File: src/design/vtme_pkg.sv
// Types, codes and helper functions of the visibility table block.
package vtme_pkg;

   // Command codes.
   localparam logic [1:0] CMD_MERGE  = 2'd0;
   localparam logic [1:0] CMD_REMOVE = 2'd1;
   localparam logic [1:0] CMD_ELECT  = 2'd2;
   localparam logic [1:0] CMD_INIT   = 2'd3;

   // Register indexes of the configuration port.
   localparam logic CSR_LOCAL_ID   = 1'b0;
   localparam logic CSR_NODE_COUNT = 1'b1;

   localparam int ID_W    = 4;
   localparam int COUNT_W = 5;
   localparam int VIEW_W  = 16;

   // Request beat.
   typedef struct packed {
      logic [1:0]         cmd;
      logic [ID_W-1:0]    sender_id;
      logic [ID_W-1:0]    entry_index;
      logic               in_is_new;
      logic [3:0]         in_degree;
      logic [VIEW_W-1:0]  in_state;
      logic               last_entry;
      logic [3:0]         clear_bit;
      logic               ignore_self;
   } req_type;

   // Response beat.
   typedef struct packed {
      logic [ID_W-1:0]    leader_id;
      logic [COUNT_W-1:0] leader_count;
   } rsp_type;

   // One table entry as stored in memory.
   typedef struct packed {
      logic              is_new;
      logic [3:0]        degree;
      logic [VIEW_W-1:0] view;
   } entry_type;

   localparam entry_type ENTRY_RESET = '{is_new: 1'b1, degree: 4'd0, view: '0};

   // Static configuration seen by the sequencer.
   typedef struct packed {
      logic [ID_W-1:0]    local_id;
      logic [COUNT_W-1:0] in_use;
      logic               local_in_table;
   } cfg_type;

   // Access request from the sequencer to the table memory.
   typedef struct packed {
      logic [ID_W-1:0]    rd_addr;
      logic               wr_en;
      logic [ID_W-1:0]    wr_addr;
      entry_type          wr_data;
      logic               clr_en;
      logic [COUNT_W-1:0] clr_count;
   } tbl_req_type;

   // Number of set bits in a 16-bit mask.
   function automatic logic [COUNT_W-1:0] popcount16(input logic [VIEW_W-1:0] value);
      logic [VIEW_W-1:0] v;
      logic [VIEW_W-1:0] prod;
      begin
         v    = value - ((value >> 1) & 16'h5555);
         v    = (v & 16'h3333) + ((v >> 2) & 16'h3333);
         v    = (v + (v >> 4)) & 16'h0F0F;
         prod = v * 16'h0101;
         return prod[12:8];
      end
   endfunction

endpackage

File: src/design/vtme_table.sv
// Table memory with per-entry valid bits and registered read.
module vtme_table #(
   parameter int MAX_NODES = 16
) (
   input  logic                  clock,
   input  logic                  reset,
   input  vtme_pkg::tbl_req_type tbl_req,
   output vtme_pkg::entry_type   rd_data
);

   localparam int IDX_W = (MAX_NODES > 1) ? $clog2(MAX_NODES) : 1;

   vtme_pkg::entry_type entry_mem_ff [MAX_NODES];
   vtme_pkg::entry_type rd_data_ff;
   logic                rd_valid_ff;
   logic [MAX_NODES-1:0] valid_ff;
   logic [MAX_NODES-1:0] valid_in;

   // An entry turns valid when written and invalid when init clears it.
   always_comb begin
      valid_in = valid_ff;
      if (tbl_req.clr_en) begin
         for (int i = 0; i < MAX_NODES; i++) begin
            if (vtme_pkg::COUNT_W'(i) < tbl_req.clr_count) begin
               valid_in[i] = 1'b0;
            end
         end
      end
      if (tbl_req.wr_en) begin
         valid_in[tbl_req.wr_addr[IDX_W-1:0]] = 1'b1;
      end
   end

   always_ff @(posedge clock) begin
      if (reset) begin
         valid_ff <= '0;
      end else begin
         valid_ff <= valid_in;
      end
   end

   // Memory write port.
   always_ff @(posedge clock) begin
      if (tbl_req.wr_en) begin
         entry_mem_ff[tbl_req.wr_addr[IDX_W-1:0]] <= tbl_req.wr_data;
      end
   end

   // Memory read port, data registered together with its valid bit.
   always_ff @(posedge clock) begin
      rd_data_ff  <= entry_mem_ff[tbl_req.rd_addr[IDX_W-1:0]];
      rd_valid_ff <= valid_ff[tbl_req.rd_addr[IDX_W-1:0]];
   end

   // An entry never written since reset, or since init last cleared it, reads as the reset value.
   assign rd_data = rd_valid_ff ? rd_data_ff : vtme_pkg::ENTRY_RESET;

endmodule

File: src/design/vtme_ctrl.sv
// Command sequencer: read-modify-write of table entries, election sweep, response register.
module vtme_ctrl #(
   parameter int MAX_NODES = 16
) (
   input  logic                  clock,
   input  logic                  reset,
   input  logic                  req_valid,
   output logic                  req_stall,
   input  vtme_pkg::req_type     req_data,
   output logic                  rsp_valid,
   input  logic                  rsp_stall,
   output vtme_pkg::rsp_type     rsp_data,
   input  vtme_pkg::cfg_type     cfg,
   output vtme_pkg::tbl_req_type tbl_req,
   input  vtme_pkg::entry_type   tbl_rd_data
);

   localparam logic [2:0] ST_IDLE     = 3'd0;
   localparam logic [2:0] ST_ENTRY_RD = 3'd1;
   localparam logic [2:0] ST_ENTRY_WR = 3'd2;
   localparam logic [2:0] ST_LOCAL_RD = 3'd3;
   localparam logic [2:0] ST_LOCAL_WR = 3'd4;
   localparam logic [2:0] ST_SWEEP    = 3'd5;
   localparam logic [2:0] ST_INIT     = 3'd6;
   localparam logic [2:0] ST_DONE     = 3'd7;

   localparam logic [vtme_pkg::COUNT_W-1:0] TABLE_SIZE = vtme_pkg::COUNT_W'(MAX_NODES);

   logic [2:0]                     state_ff, state_in;
   vtme_pkg::req_type              item_ff, item_in;
   logic [vtme_pkg::COUNT_W-1:0]   sweep_addr_ff, sweep_addr_in;
   logic                           cmp_valid_ff, cmp_valid_in;
   logic [vtme_pkg::ID_W-1:0]      cmp_idx_ff, cmp_idx_in;
   logic [vtme_pkg::ID_W-1:0]      leader_ff, leader_in;
   logic [vtme_pkg::COUNT_W-1:0]   best_ff, best_in;
   logic                           rsp_valid_ff, rsp_valid_in;
   vtme_pkg::rsp_type              rsp_data_ff, rsp_data_in;

   logic                           idx_in_table;
   logic                           local_upd;
   logic                           merge_ok;
   logic                           bump;
   logic [3:0]                     deg_next;
   logic                           sweep_more;
   logic [vtme_pkg::COUNT_W-1:0]   popcnt;

   // Decisions on the incoming or latched item and the entry just read.
   assign idx_in_table = {1'b0, req_data.entry_index} < TABLE_SIZE;
   assign local_upd    = item_ff.last_entry && (item_ff.sender_id != cfg.local_id) &&
                         cfg.local_in_table;
   assign merge_ok     = ({1'b0, item_ff.entry_index} < cfg.in_use) &&
                         (item_ff.entry_index != cfg.local_id) && !item_ff.in_is_new &&
                         (item_ff.in_degree <= tbl_rd_data.degree);
   assign bump         = tbl_rd_data.is_new || (item_ff.in_degree < tbl_rd_data.degree);
   assign deg_next     = (bump && (item_ff.in_degree != 4'hF)) ? item_ff.in_degree + 4'd1
                                                               : item_ff.in_degree;
   assign sweep_more   = sweep_addr_ff < cfg.in_use;
   assign popcnt       = vtme_pkg::popcount16(tbl_rd_data.view);

   // Next-state and datapath logic.
   always_comb begin
      state_in      = state_ff;
      item_in       = item_ff;
      sweep_addr_in = sweep_addr_ff;
      cmp_valid_in  = 1'b0;
      cmp_idx_in    = cmp_idx_ff;
      leader_in     = leader_ff;
      best_in       = best_ff;
      rsp_valid_in  = rsp_valid_ff && rsp_stall;
      rsp_data_in   = rsp_data_ff;
      tbl_req       = '0;

      unique case (state_ff)
         ST_IDLE: begin
            if (req_valid) begin
               item_in       = req_data;
               leader_in     = '0;
               best_in       = '0;
               sweep_addr_in = '0;
               unique case (req_data.cmd)
                  vtme_pkg::CMD_MERGE: begin
                     state_in = (req_data.sender_id != cfg.local_id) ? ST_ENTRY_RD : ST_DONE;
                  end
                  vtme_pkg::CMD_REMOVE: begin
                     state_in = idx_in_table ? ST_ENTRY_RD : ST_DONE;
                  end
                  vtme_pkg::CMD_ELECT: begin
                     state_in = ST_SWEEP;
                  end
                  vtme_pkg::CMD_INIT: begin
                     state_in = ST_INIT;
                  end
                  default: begin
                     state_in = ST_DONE;
                  end
               endcase
            end
         end
         ST_ENTRY_RD: begin
            tbl_req.rd_addr = item_ff.entry_index;
            state_in        = ST_ENTRY_WR;
         end
         ST_ENTRY_WR: begin
            tbl_req.wr_addr = item_ff.entry_index;
            if (item_ff.cmd == vtme_pkg::CMD_MERGE) begin
               tbl_req.wr_en   = merge_ok;
               tbl_req.wr_data = '{is_new: 1'b0, degree: deg_next, view: item_ff.in_state};
               state_in        = local_upd ? ST_LOCAL_RD : ST_DONE;
            end else begin
               tbl_req.wr_en   = 1'b1;
               tbl_req.wr_data = tbl_rd_data;
               tbl_req.wr_data.view = tbl_rd_data.view & ~(16'h0001 << item_ff.clear_bit);
               state_in        = ST_DONE;
            end
         end
         ST_INIT: begin
            tbl_req.clr_en    = 1'b1;
            tbl_req.clr_count = cfg.in_use;
            state_in          = cfg.local_in_table ? ST_LOCAL_RD : ST_DONE;
         end
         ST_LOCAL_RD: begin
            tbl_req.rd_addr = cfg.local_id;
            state_in        = ST_LOCAL_WR;
         end
         ST_LOCAL_WR: begin
            tbl_req.wr_en   = 1'b1;
            tbl_req.wr_addr = cfg.local_id;
            tbl_req.wr_data = tbl_rd_data;
            if (item_ff.cmd == vtme_pkg::CMD_MERGE) begin
               tbl_req.wr_data.is_new = 1'b0;
               tbl_req.wr_data.view   = tbl_rd_data.view | (16'h0001 << item_ff.sender_id);
            end else begin
               tbl_req.wr_data.view   = 16'h0001 << cfg.local_id;
            end
            state_in = ST_DONE;
         end
         ST_SWEEP: begin
            // Issue one read a cycle; compare the entry read in the cycle before.
            if (sweep_more) begin
               tbl_req.rd_addr = sweep_addr_ff[vtme_pkg::ID_W-1:0];
               cmp_valid_in    = 1'b1;
               cmp_idx_in      = sweep_addr_ff[vtme_pkg::ID_W-1:0];
               sweep_addr_in   = sweep_addr_ff + vtme_pkg::COUNT_W'(1);
            end
            if (cmp_valid_ff && !(item_ff.ignore_self && (cmp_idx_ff == cfg.local_id)) &&
                (popcnt > best_ff)) begin
               best_in   = popcnt;
               leader_in = cmp_idx_ff;
            end
            if (!sweep_more && !cmp_valid_ff) begin
               state_in = ST_DONE;
            end
         end
         ST_DONE: begin
            if (!rsp_valid_ff || !rsp_stall) begin
               rsp_valid_in = 1'b1;
               rsp_data_in  = '{leader_id: leader_ff, leader_count: best_ff};
               state_in     = ST_IDLE;
            end
         end
         default: begin
            state_in = ST_IDLE;
         end
      endcase
   end

   // Control registers.
   always_ff @(posedge clock) begin
      if (reset) begin
         state_ff     <= ST_IDLE;
         cmp_valid_ff <= 1'b0;
         rsp_valid_ff <= 1'b0;
      end else begin
         state_ff     <= state_in;
         cmp_valid_ff <= cmp_valid_in;
         rsp_valid_ff <= rsp_valid_in;
      end
   end

   // Payload registers.
   always_ff @(posedge clock) begin
      item_ff       <= item_in;
      sweep_addr_ff <= sweep_addr_in;
      cmp_idx_ff    <= cmp_idx_in;
      leader_ff     <= leader_in;
      best_ff       <= best_in;
      rsp_data_ff   <= rsp_data_in;
   end

   assign req_stall = (state_ff != ST_IDLE);
   assign rsp_valid = rsp_valid_ff;
   assign rsp_data  = rsp_data_ff;

endmodule

File: src/design/visibility_table_merge_elect.sv
// Visibility table with merge, remove, init and leader election: top level.
//
// Request channel (req_): one command beat per item, accepted when req_valid is
// high and req_stall is low. Response channel (rsp_): exactly one beat per
// command; leader_id and leader_count are zero for all commands but elect.
// Configuration port (csr_): index 0 local_id, index 1 node_count; always ready.
// The user must write it only while no command is in flight; the block does not enforce this.
// The table lives in one memory with a single read port, so commands read
// entries one at a time and the elect sweep issues one read per cycle; one
// command is in flight at a time, and the next request is taken in the cycle
// after the previous response is registered.
// A registered response waits while rsp_stall is high; the block still accepts
// and processes the next command and holds it at the end until the register
// frees up.
// Reset clears all valid bits at once, so every entry reads as new, degree
// zero, empty mask; local_id returns to 0 and node_count to 16.
module visibility_table_merge_elect #(
   parameter int MAX_NODES = 16
) (
   input  logic                          clock,
   input  logic                          reset,
   input  logic                          req_valid,
   output logic                          req_stall,
   input  vtme_pkg::req_type             req_data,
   output logic                          rsp_valid,
   input  logic                          rsp_stall,
   output vtme_pkg::rsp_type             rsp_data,
   input  logic                          csr_valid,
   output logic                          csr_ready,
   input  logic                          csr_index,
   input  logic [vtme_pkg::COUNT_W-1:0]  csr_data
);

   localparam logic [vtme_pkg::COUNT_W-1:0] TABLE_SIZE = vtme_pkg::COUNT_W'(MAX_NODES);

   logic [vtme_pkg::ID_W-1:0]    local_id_ff;
   logic [vtme_pkg::COUNT_W-1:0] node_count_ff;
   vtme_pkg::cfg_type            cfg;
   vtme_pkg::tbl_req_type        tbl_req;
   vtme_pkg::entry_type          tbl_rd_data;

   // Configuration registers.
   always_ff @(posedge clock) begin
      if (reset) begin
         local_id_ff   <= '0;
         node_count_ff <= vtme_pkg::COUNT_W'(16);
      end else if (csr_valid && csr_ready) begin
         unique case (csr_index)
            vtme_pkg::CSR_LOCAL_ID:   local_id_ff   <= csr_data[vtme_pkg::ID_W-1:0];
            vtme_pkg::CSR_NODE_COUNT: node_count_ff <= csr_data;
            default: ;
         endcase
      end
   end

   assign csr_ready = 1'b1;

   // Entries in use are capped at the table size.
   always_comb begin
      cfg.local_id       = local_id_ff;
      cfg.in_use         = (node_count_ff > TABLE_SIZE) ? TABLE_SIZE : node_count_ff;
      cfg.local_in_table = {1'b0, local_id_ff} < TABLE_SIZE;
   end

   vtme_ctrl #(
      .MAX_NODES (MAX_NODES)
   ) u_ctrl (
      .clock       (clock),
      .reset       (reset),
      .req_valid   (req_valid),
      .req_stall   (req_stall),
      .req_data    (req_data),
      .rsp_valid   (rsp_valid),
      .rsp_stall   (rsp_stall),
      .rsp_data    (rsp_data),
      .cfg         (cfg),
      .tbl_req     (tbl_req),
      .tbl_rd_data (tbl_rd_data)
   );

   vtme_table #(
      .MAX_NODES (MAX_NODES)
   ) u_table (
      .clock   (clock),
      .reset   (reset),
      .tbl_req (tbl_req),
      .rd_data (tbl_rd_data)
   );

endmodule

File: config.mk
export PLATFORM = sky130hd
export DESIGN_NAME = visibility_table_merge_elect
export DESIGN_NICKNAME = d
export VERILOG_FILES = /design/src/design/vtme_pkg.sv /design/src/design/vtme_table.sv /design/src/design/vtme_ctrl.sv /design/src/design/visibility_table_merge_elect.sv
export SDC_FILE = /design/constraint.sdc
export NUM_CORES = 1
export LEC_CHECK = 0
export ABC_AREA = 1
export BUFFER_PORTS_ARGS = -buffer_cell sky130_fd_sc_hd__buf_4
export CAP_MARGIN = 10
export CORE_ASPECT_RATIO = 0.8
export CORE_MARGIN = 2
export CORE_UTILIZATION = 45
export DETAILED_ROUTE_END_ITERATION = 16
export SLEW_MARGIN = 20
export SYNTH_ARGS = -nofsm -noshare
export SYNTH_HDL_FRONTEND = slang
export SYNTH_SLANG_ARGS = --single-unit
File: constraint.sdc
create_clock -name clock -period 5.87 [get_ports clock]
set_input_delay 0.587 -clock clock [delete_from_list [all_inputs] [get_ports clock]]
set_output_delay 0.587 -clock clock [all_outputs]
set_load 0.005 [all_outputs]
==> flow_summary.yaml, run 1 <==
hold_path:
  hp-class: "input pin to register"
  hp-start: "req_data[23]"
  min_to: "u_ctrl.item_ff[23]"
  whs_path_depth: 1
clock_tree:
  clk_latency_ns: 0.57
  cts.htree.levels: 2
  numCtsBuffers: 45
  cts_tree: "yes"
  clockBufferDepth: 3
  cts.clk_slew.worst_paths_ns: 0.06
  root_buffer: "clkbuf_16"
  clock-sinks: 452
yosys:
  async_reset_ff_share_pct: 0
  synth.area.top_cells: "edfxtp_1 55%, nand3_1 11%, nand2_1 7.1%"
  synth_seq_area_share_pct: 59.7
  ys_ff_latch: 452
  synth_nets: 2351
  synthesis.area_um2: 21900
  synth-edff-count: 400
  yosysTopAreaCell: "edfxtp_1"
  synth_top_area_share_pct: 55.0
  netlist_instances: 2245
  synthFlopType: "edfxtp_1"
  synth_common_cells: "468 x nand3_1, 411 x nand2_1, 400 x edfxtp_1"
  ys_warn_count: 0
  synth_cell_types: 45
  avgSynthCellArea_um2: 9.73
  yosysMostFrequentCell: "nand3_1"
timing:
  relSlewSlack_pct: 23.8
  period_share_pct: 94.5
  period_minus_slack_ns: 5.55
  slew_viol_final: 0
  hold_violations: 0
  worst_slew_pin_slew_ns: 1.14
  rsz0062_at_grt: "false"
  fmax_mhz: 180
  skew_ns: 0.0228
  setup_viol: 0
  fin_ws_ns: 0.320
route:
  drc_errors: 0
  via_per_inst: 5.46
  antenna_left: 0
  dr.pass1.iters: 7
  wl_mm: 61.5
  vias: 16200
  routedWlPerCell_um: 20.7
  drt_iter0_drc: 1673
status:
  status: "complete, no violations"
cells_and_area:
  antenna_cells: 0
  fillerInstances: 4354
  stdcell_count: 2973
  layout-drive-gt1-share_pct: 10.2
  fin_util_pct: 51.4
  area_growth_pct: 13.1
  regArea_um2: 13100
  nNetsFinal: 2413
  multi_input_area_um2: 7020
placed_design:
  pre_cts_ws_ns: -0.192
  dpl.cell_count: 2886
  place.gp.congestion: 0.959
  port_buffers: 58
  dp_hpwl_mm: 37.8
power:
  leakagePower_nw: 10.4
  clockPowerShare_pct: 18.4
  p_sw_share_pct: 42.9
  power_density_nw_per_um2: 631
  combPwrFrac_pct: 54.2
  finalPower_w: 0.0156
  power.switching_w: 0.00668
  internal_power_w: 0.00891
  seq_power_share_pct: 27.4
  ir_worst_vdd_mv: 1.23
floorplan:
  num_rows: 72
  die_x_um: 250
  start_util_pct: 45.4
  ioPinCount: 60
  dieArea_um2: 50400
  die_h_um: 201
  core_area_um2: 48100
critical_path:
  cp-end-kind: "register"
  crit_chain: "buf_12, nand2_1, ha_1, inv_1, a21oi_1, o21ai_1, a31oi_1, nand2_1, xor2_1, fa_1, fa_2, xnor2_2, ha_1, fa_1, inv_1, fa_2, inv_1, ha_1, nand3_2, o311ai_4, a31o_4"
  cp-start-kind: "register"
  cp.required_ns: 6.14
  timing.critical_path.slowest_cell_delay_ns: 0.57
  reg2reg_to: "u_ctrl.leader_ff[1]"
  rr_worst_depth: 21
  rrSetupSlack_ns: 0.32
  r2r-start: "u_table.rd_valid_ff"
  cp_data_arrival_time_ns: 5.82
  path_class: "register to register"
  crit_slowest_cell: "fa_2"
  path_max_fanout: 12
global_routing:
  grt_use_total_pct: 24.4
  grt_pass1_vias: 15400
  gr-total-overflow: 0
  grt_pass1_wl_mm: 93.8
  antenna_found_initial: 1
  grt_max_degree: 91
run:
  max_cap_violations: 0
-- placed cells by master (no fill, tap or decap), types with 49 or more instances in the layout --
cell      synthesis  routed
inv_1           353     351
buf_4            17     126
ha_1             50      49
dfxtp_1          52      51
o21ai_0          81      79
nor2_1           71      67
nand2_1         411     409
a21oi_1          58      55
nand3_1         468     467
edfxtp_1        400     400
-- per-layer routing --
metal | track usage (%) | vias to the layer above | share of wire [%]
met4 | 5.86 | 2 | 2.0
li1 | - | 7730 | -
met2 | 36.6 | 582 | 43
met5 | 0 | - | 0.020
met1 | 37.0 | 7825 | 47
met3 | 4.24 | 96 | 7.8
-- cells by family (layout without fill, tap and decap cells) --
logic type | after synthesis | count (layout) | share of synthesized area [%]
xor+xnor | 25 | 25 | 1.00
buf+inv | 479 | 577 | 8.84
flops | 452 | 452 | 59.7
simple gates | 1042 | 1042 | 22.0
other cells | 1 | 1 | 0.0172
compound gates | 188 | 189 | 4.86
fa+ha+maj | 58 | 58 | 3.60
-- worst max-delay path by stage --
| stage | from | endpoint | slack (ns) | cells past startpoint |
|---|---|---|---|---|
| final | u_table.rd_valid_ff | u_ctrl.leader_ff[1] | 0.32 | 21 |
| after CTS | u_table.rd_valid_ff | u_ctrl.leader_ff[1] | 0.03 | 26 |
| after global placement | u_table.rd_valid_ff | u_ctrl.leader_ff[1] | -0.1 | 25 |
| after floorplan | u_table.rd_valid_ff | u_ctrl.best_ff[0] | 0.09 | 26 |
| after detailed placement | u_table.rd_valid_ff | u_ctrl.leader_ff[1] | -0.19 | 25 |
| after global routing | u_table.rd_valid_ff | u_ctrl.leader_ff[1] | 0.03 | 25 |
-- state kept, by name, indices dropped and copies added (netlist names), 3 cells and up --
name	cells
u_ctrl.sweep_addr_ff	5
u_ctrl.best_ff	5
u_table.rd_data_ff	21
u_ctrl.item_ff	37
u_ctrl.state_ff	3
u_ctrl.leader_ff	4
node_count_ff	5
local_id_ff	4
u_ctrl.cmp_idx_ff	4
u_table.valid_ff	16
u_ctrl.rsp_data	9
u_table.entry_mem_ff	336
-- layout make-up --
type | count | area share [%]
flip-flops and latches | 452 | 52.8
multi-input cells | 1315 | 28.4
inverters | 364 | 5.55
clock buffers | 71 | 5.45
repair buffers | 129 | 4.07
well taps | 629 | 3.18
clock inverters | 13 | 0.491
-- critical path: cells and delay by family (launching register included) --
kind	cells	cell delay (ns)
buffers and inverters	4	0.34
DFF	1	0.40
AOI/OAI and AO/OA	5	1.05
adders and majority gates	7	2.88
xor gates and xnor gates	2	0.31
and+or+nand+nor	3	0.27
-- timing repair --
action / CTS / global route
cloned: 1 / 0
buffers inserted: 0 / 1
pin swaps: 1 / 6
endpoints found under the setup margin: 9 / 9
hold buffers: 0 / 0
resized for setup: 6 / 18
-- power by group through the flow --
stage          logic (W)  registers, W  clock network (W)
2_1_floorplan    0.00501       0.00421                  0
3_3_place_gp     0.00706       0.00433                  0
3_5_place_dp     0.00721       0.00433                  0
4_1_cts          0.00758       0.00427            0.00292
5_1_grt          0.00952       0.00430            0.00304
6_report         0.00845       0.00428            0.00286
-- per-stage QoR --
stage	hold WS, ns	TNS (ns)	instance area, um2
detailed placement	0.405	-1.73	23100
floorplan	0.400	0	21900
CTS	0.181	0	24600
global placement	0.413	-0.867	23100
finish	0.196	0	24700
global route	0.186	0	24700
(Power assumes the default switching activity.)
==> run 2, diff against run 1 <==
--- a/config.mk
+++ b/config.mk
@@ -8,10 +8,14 @@
 export ABC_AREA = 1
 export BUFFER_PORTS_ARGS = -buffer_cell sky130_fd_sc_hd__buf_4
 export CAP_MARGIN = 10
+export CELL_PAD_IN_SITES_DETAIL_PLACEMENT = 0
+export CELL_PAD_IN_SITES_GLOBAL_PLACEMENT = 1
 export CORE_ASPECT_RATIO = 0.8
 export CORE_MARGIN = 2
-export CORE_UTILIZATION = 45
+export CORE_UTILIZATION = 29
 export DETAILED_ROUTE_END_ITERATION = 16
+export PLACE_DENSITY_LB_ADDON = 0.1
+export REMOVE_ABC_BUFFERS = 1
 export SLEW_MARGIN = 20
 export SYNTH_ARGS = -nofsm -noshare
 export SYNTH_HDL_FRONTEND = slang
==> flow_summary.yaml, run 2 (same netlist as run 1, synthesis figures left out) <==
timing:
  rsz0062_at_grt: "false"
  hold_violations: 0
  period_share_pct: 95.1
  slew_viol_final: 0
  relSlewSlack_pct: 22.0
  setup_viol: 0
  period_minus_slack_ns: 5.58
  fmax_mhz: 179
  worst_slew_pin_slew_ns: 1.17
  skew_ns: 0.0250
  fin_ws_ns: 0.287
cells_and_area:
  fin_util_pct: 33.8
  nNetsFinal: 2410
  antenna_cells: 0
  area_growth_pct: 15.9
  layout-drive-gt1-share_pct: 10.6
  largest_reg_flops: 336
  layout_common_cells: "467 x nand3_1, 406 x nand2_1, 400 x edfxtp_1"
  final_common_cell: "nand3_1"
global_routing:
  grt_use_total_pct: 18.9
  grt_max_degree: 125
  grt_pass1_vias: 15600
  grtUsageMet1_pct: 28.0
  gr-total-overflow: 0
  antenna_found_initial: 0
  grt_pass1_wl_mm: 108
  met3_usage_pct: 3.07
  grt_util_met2_pct: 28.8
  grt-busiest-layer: "met2"
clock_tree:
  cts_tree: "yes"
  cts.clk_slew.worst_paths_ns: 0.06
  cts.htree.levels: 2
  cts_hold_buffers: 0
  clockBufferDepth: 3
  clock-sinks: 452
  root_buffer: "clkbuf_16"
  clk_latency_ns: 0.62
  numCtsBuffers: 50
route:
  drt_iter0_drc: 1327
  dr.pass1.iters: 5
  drc_errors: 0
  via_per_inst: 4.77
  wl_mm: 74.0
  antenna_left: 0
  routedWlPerCell_um: 22.0
  vias: 16000
floorplan:
  ioPinCount: 60
  die_h_um: 250
  die_x_um: 311
  dieArea_um2: 77600
  num_rows: 90
  core_area_um2: 75000
  start_util_pct: 29.1
critical_path:
  path_class: "register to register"
  cp-start-kind: "register"
  worst-path-buf-inv: 5
  cp_data_arrival_time_ns: 5.90
  cp.required_ns: 6.18
  path_max_fanout: 13
  crit_family: "adder cells"
  cp-end-kind: "register"
  crit_chain: "buf_8, nand2_1, buf_4, inv_1, nor2_1, o21ai_0, nand3_1, o2111ai_1, xor2_1, ha_1, inv_1, fa_1, fa_2, xnor2_1, ha_1, fa_1, inv_1, fa_1, or2_2, nand2_2, ha_4, nand3_2, o311ai_4, a31o_4"
  timing.critical_path.slowest_cell_delay_ns: 0.54
  crit_slowest_cell: "fa_1"
placed_design:
  port_buffers: 58
  place.gp.congestion: 0.863
  dp_hpwl_mm: 44.1
  pre_cts_ws_ns: -0.109
power:
  leakagePower_nw: 10.4
  power_density_nw_per_um2: 615
  ir_worst_vdd_mv: 1.36
run:
  max_cap_violations: 0
hold_path:
  hp-class: "input pin to register"
status:
  status: "complete, no violations"
run 2: worst paths after layout:
kind	startpoint	to	slack, ns	depth (start not counted)
setup / recovery	u_table.rd_valid_ff	u_ctrl.best_ff[0]	0.29	24
setup reg to reg	u_table.rd_valid_ff	u_ctrl.best_ff[0]	0.29	24
hold / removal	req_data[10]	u_ctrl.item_ff[10]	0.14	1
hold reg to reg	u_ctrl.leader_ff[2]	u_ctrl.rsp_data[7]	0.43	0
run 2: timing repair:
item	4_1_cts	5_1_grt
pin swaps	2	7
cloned	1	0
gates resized for setup	5	32
endpoints found under the setup margin	9	9
buffers inserted	0	1
run 2: power breakdown:
group,switching [W],internal (W),leakage (nW)
combinational,0.00508,0.00307,5.48
clock,0.00138,0.00175,0.794
sequential,0.000231,0.00405,4.13
run 2: area by class of cell:
type	count	area, um2
well taps	1012	1270
clock buffers	61	1330
inverters	364	1370
clock inverters	33	270
fillers	7740	49700
multi-input cells	1315	7080
flip-flops and latches	452	13100
repair buffers	121	941
run 2: metrics by stage:
stage | area [um2] | total power (W) | hold WS (ns) | std cells | TNS [ns]
4_1_cts | 25200 | 0.0148 | 0.0982 | 3357 | 0
3_3_place_gp | 23500 | 0.0114 | 0.417 | 3262 | 0
3_5_place_dp | 23600 | 0.0115 | 0.408 | 3262 | -0.978
5_1_grt | 25300 | 0.0170 | 0.107 | 3358 | 0
6_report | 25300 | 0.0156 | 0.140 | 3358 | 0
2_1_floorplan | 21300 | 0.00910 | 0.400 | 2130 | -16.47
run 2: metal layers:
layer / share of wire, % / up-vias / wire length (um)
met3: 4.9 / 92 / 3630
met2: 44 / 339 / 32500
li1: - / 7732 / -
met4: 1.9 / 0 / 1430
met5: 0 / - / 0
met1: 49 / 7863 / 36500
==> run 3, diff against run 2 <==
--- a/config.mk
+++ b/config.mk
@@ -6,7 +6,6 @@
 export NUM_CORES = 1
 export LEC_CHECK = 0
 export ABC_AREA = 1
-export BUFFER_PORTS_ARGS = -buffer_cell sky130_fd_sc_hd__buf_4
 export CAP_MARGIN = 10
 export CELL_PAD_IN_SITES_DETAIL_PLACEMENT = 0
 export CELL_PAD_IN_SITES_GLOBAL_PLACEMENT = 1
@@ -14,6 +13,7 @@
 export CORE_MARGIN = 2
 export CORE_UTILIZATION = 29
 export DETAILED_ROUTE_END_ITERATION = 16
+export DONT_BUFFER_PORTS = 1
 export PLACE_DENSITY_LB_ADDON = 0.1
 export REMOVE_ABC_BUFFERS = 1
 export SLEW_MARGIN = 20
==> constraint.sdc (replaced) <==
create_clock -name clock -period 4.8 [get_ports clock]
set_input_delay 0.48 -clock clock [delete_from_list [all_inputs] [get_ports clock]]
set_output_delay 0.48 -clock clock [all_outputs]
set_load 0.005 [all_outputs]
==> flow_summary.yaml, run 3 (same netlist as run 1, synthesis figures left out) <==
status:
  status: "complete, but fails checks"
  violations: "negative setup slack"
timing:
  fin_hold_ws_ns: 0.0600
  rsz0062_at_grt: "true"
  relSlewSlack_pct: 33.0
  setup_viol: 9
  skew_ns: 0.0131
  fmax_mhz: 189
  slew_viol_final: 0
  hold_violations: 0
  period_minus_slack_ns: 5.29
  fin_ws_ns: -0.486
  worst_slew_pin_slew_ns: 1.00
  period_share_pct: 110
clock_tree:
  cts.clk_slew.worst_paths_ns: 0.06
  clock-sinks: 452
  numCtsBuffers: 50
  root_buffer: "clkbuf_16"
  cts_tree: "yes"
  cts.htree.levels: 2
  clk_latency_ns: 0.61
  clockBufferDepth: 3
critical_path:
  path_common_cell: "ha_4"
  crit_chain: "buf_16, nand2_8, inv_1, ha_4, inv_2, nor2_2, nor2_1, o21ai_2, nand4_1, nand2_2, xor2_2, fa_2, fa_2, xnor2_2, ha_4, ha_4, ha_4, inv_2, fa_2, inv_2, ha_4, nand3_4, o311ai_4, a31o_4"
  path_class: "register to register"
  cp-start-kind: "register"
  crit_slowest_cell: "fa_2"
  cp_data_arrival_time_ns: 5.60
  cp-end-kind: "register"
  rr_worst_depth: 24
  rrSetupSlack_ns: -0.49
  path_max_fanout: 6
  timing.critical_path.slowest_cell_delay_ns: 0.57
  cp.required_ns: 5.12
power:
  seq_power_share_pct: 22.6
  power_density_nw_per_um2: 896
  finalPower_w: 0.0235
  combPwrFrac_pct: 60.8
  leakagePower_nw: 10.7
  p_sw_share_pct: 40.5
  power.switching_w: 0.00950
  clockPowerShare_pct: 16.7
  internal_power_w: 0.0140
  ir_worst_vdd_mv: 1.90
placed_design:
  dp_hpwl_mm: 43.0
  place.gp.congestion: 0.819
  pre_cts_ws_ns: -1.12
  port_buffers: 0
cells_and_area:
  final_common_cell: "nand3_1"
  layout_common_cells: "467 x nand3_1, 400 x edfxtp_1, 394 x nand2_1"
  nNetsFinal: 2451
  layout-drive-gt1-share_pct: 12.7
  area_growth_pct: 20.0
  largest_reg_flops: 336
  antenna_cells: 0
route:
  routedWlPerCell_um: 21.9
  via_per_inst: 4.80
  drt_iter0_drc: 1305
  vias: 16300
  antenna_left: 0
  wl_mm: 74.4
  dr.pass1.iters: 5
  drc_errors: 0
floorplan:
  ioPinCount: 60
  die_h_um: 250
  dieArea_um2: 77600
  die_x_um: 311
  core_area_um2: 75000
  num_rows: 90
  start_util_pct: 29.1
global_routing:
  antenna_found_initial: 1
  grt_use_total_pct: 18.9
  grt_max_degree: 137
  gr-total-overflow: 0
  grt_pass1_wl_mm: 108
  grt_pass1_vias: 16000
hold_path:
  whs_path_depth: 2
  hp-class: "input pin to register"
run:
  max_cap_violations: 0
## run 3: changes by cell type in the layout (fill, tap and decap cells not counted), sizes merged
cell and change:
bufinv +2, clkinv -12, buf +3, clkbuf +5, clkinvlp +2, dlygate4sd3 +38
## run 3: what timing repair did
item                       in CTS  in global routing
gates resized for setup        91                 36
setup endpoints to repair      11                 10
cloned                          2                  0
setup buffers                   6                  2
hold endpoints to repair       57                  0
pin swaps                      35                 32
hold buffers                   38                  0
## run 3: final cells by class
class	instances	area, um2
inverters	364	1380
well taps	1012	1270
clock buffers	66	1370
repair buffers	162	1430
multi-input cells	1315	7460
flip-flops and latches	452	13100
clock inverters	25	263
fillers	7690	48800
## run 3: worst paths after layout
path / start / end
max reg2reg: u_table.rd_valid_ff / u_ctrl.best_ff[2]
max: u_table.rd_valid_ff / u_ctrl.best_ff[2]
min: csr_data[4] / node_count_ff[4]
min reg2reg: u_ctrl.leader_ff[2] / u_ctrl.rsp_data[7]
## run 3: metal layers
metal	track usage, %	share of wire [%]
met5	0	0
met4	4.32	1.8
met3	2.69	4.8
met2	29.3	44
met1	27.9	49
## run 3: stage by stage
step           utilization, %  instances  setup TNS, ns  instance area [um2]
5_1_grt                  35.0       3396          -6.31                26200
4_1_cts                  34.7       3394          -5.10                26000
6_report                 35.0       3396          -4.36                26200
3_3_place_gp             31.4       3257          -9.09                23600
3_5_place_dp             31.4       3257         -10.12                23600
2_1_floorplan               -       2130         -49.04                21300
## run 3: power by group through the flow
stage / Clock (W) / Combinational (W) / Sequential, W
after floorplan: 0 / 0.00594 / 0.00519
after detailed placement: 0 / 0.0101 / 0.00533
after global placement: 0 / 0.0101 / 0.00534
after CTS: 0.00405 / 0.0135 / 0.00529
after global routing: 0.00418 / 0.0159 / 0.00534
final: 0.00391 / 0.0143 / 0.00530
## run 3: critical path: cells and delay by family (launching register included)
kind                     cells  cell delay [ns]
XOR/XNOR                     2             0.37
AO/OA/AOI/OAI                3             0.74
buffers and inverters        5             0.37
flip-flops                   1             0.38
AND/OR/NAND/NOR              6             0.55
adder cells (fa/ha/maj)      8             2.59
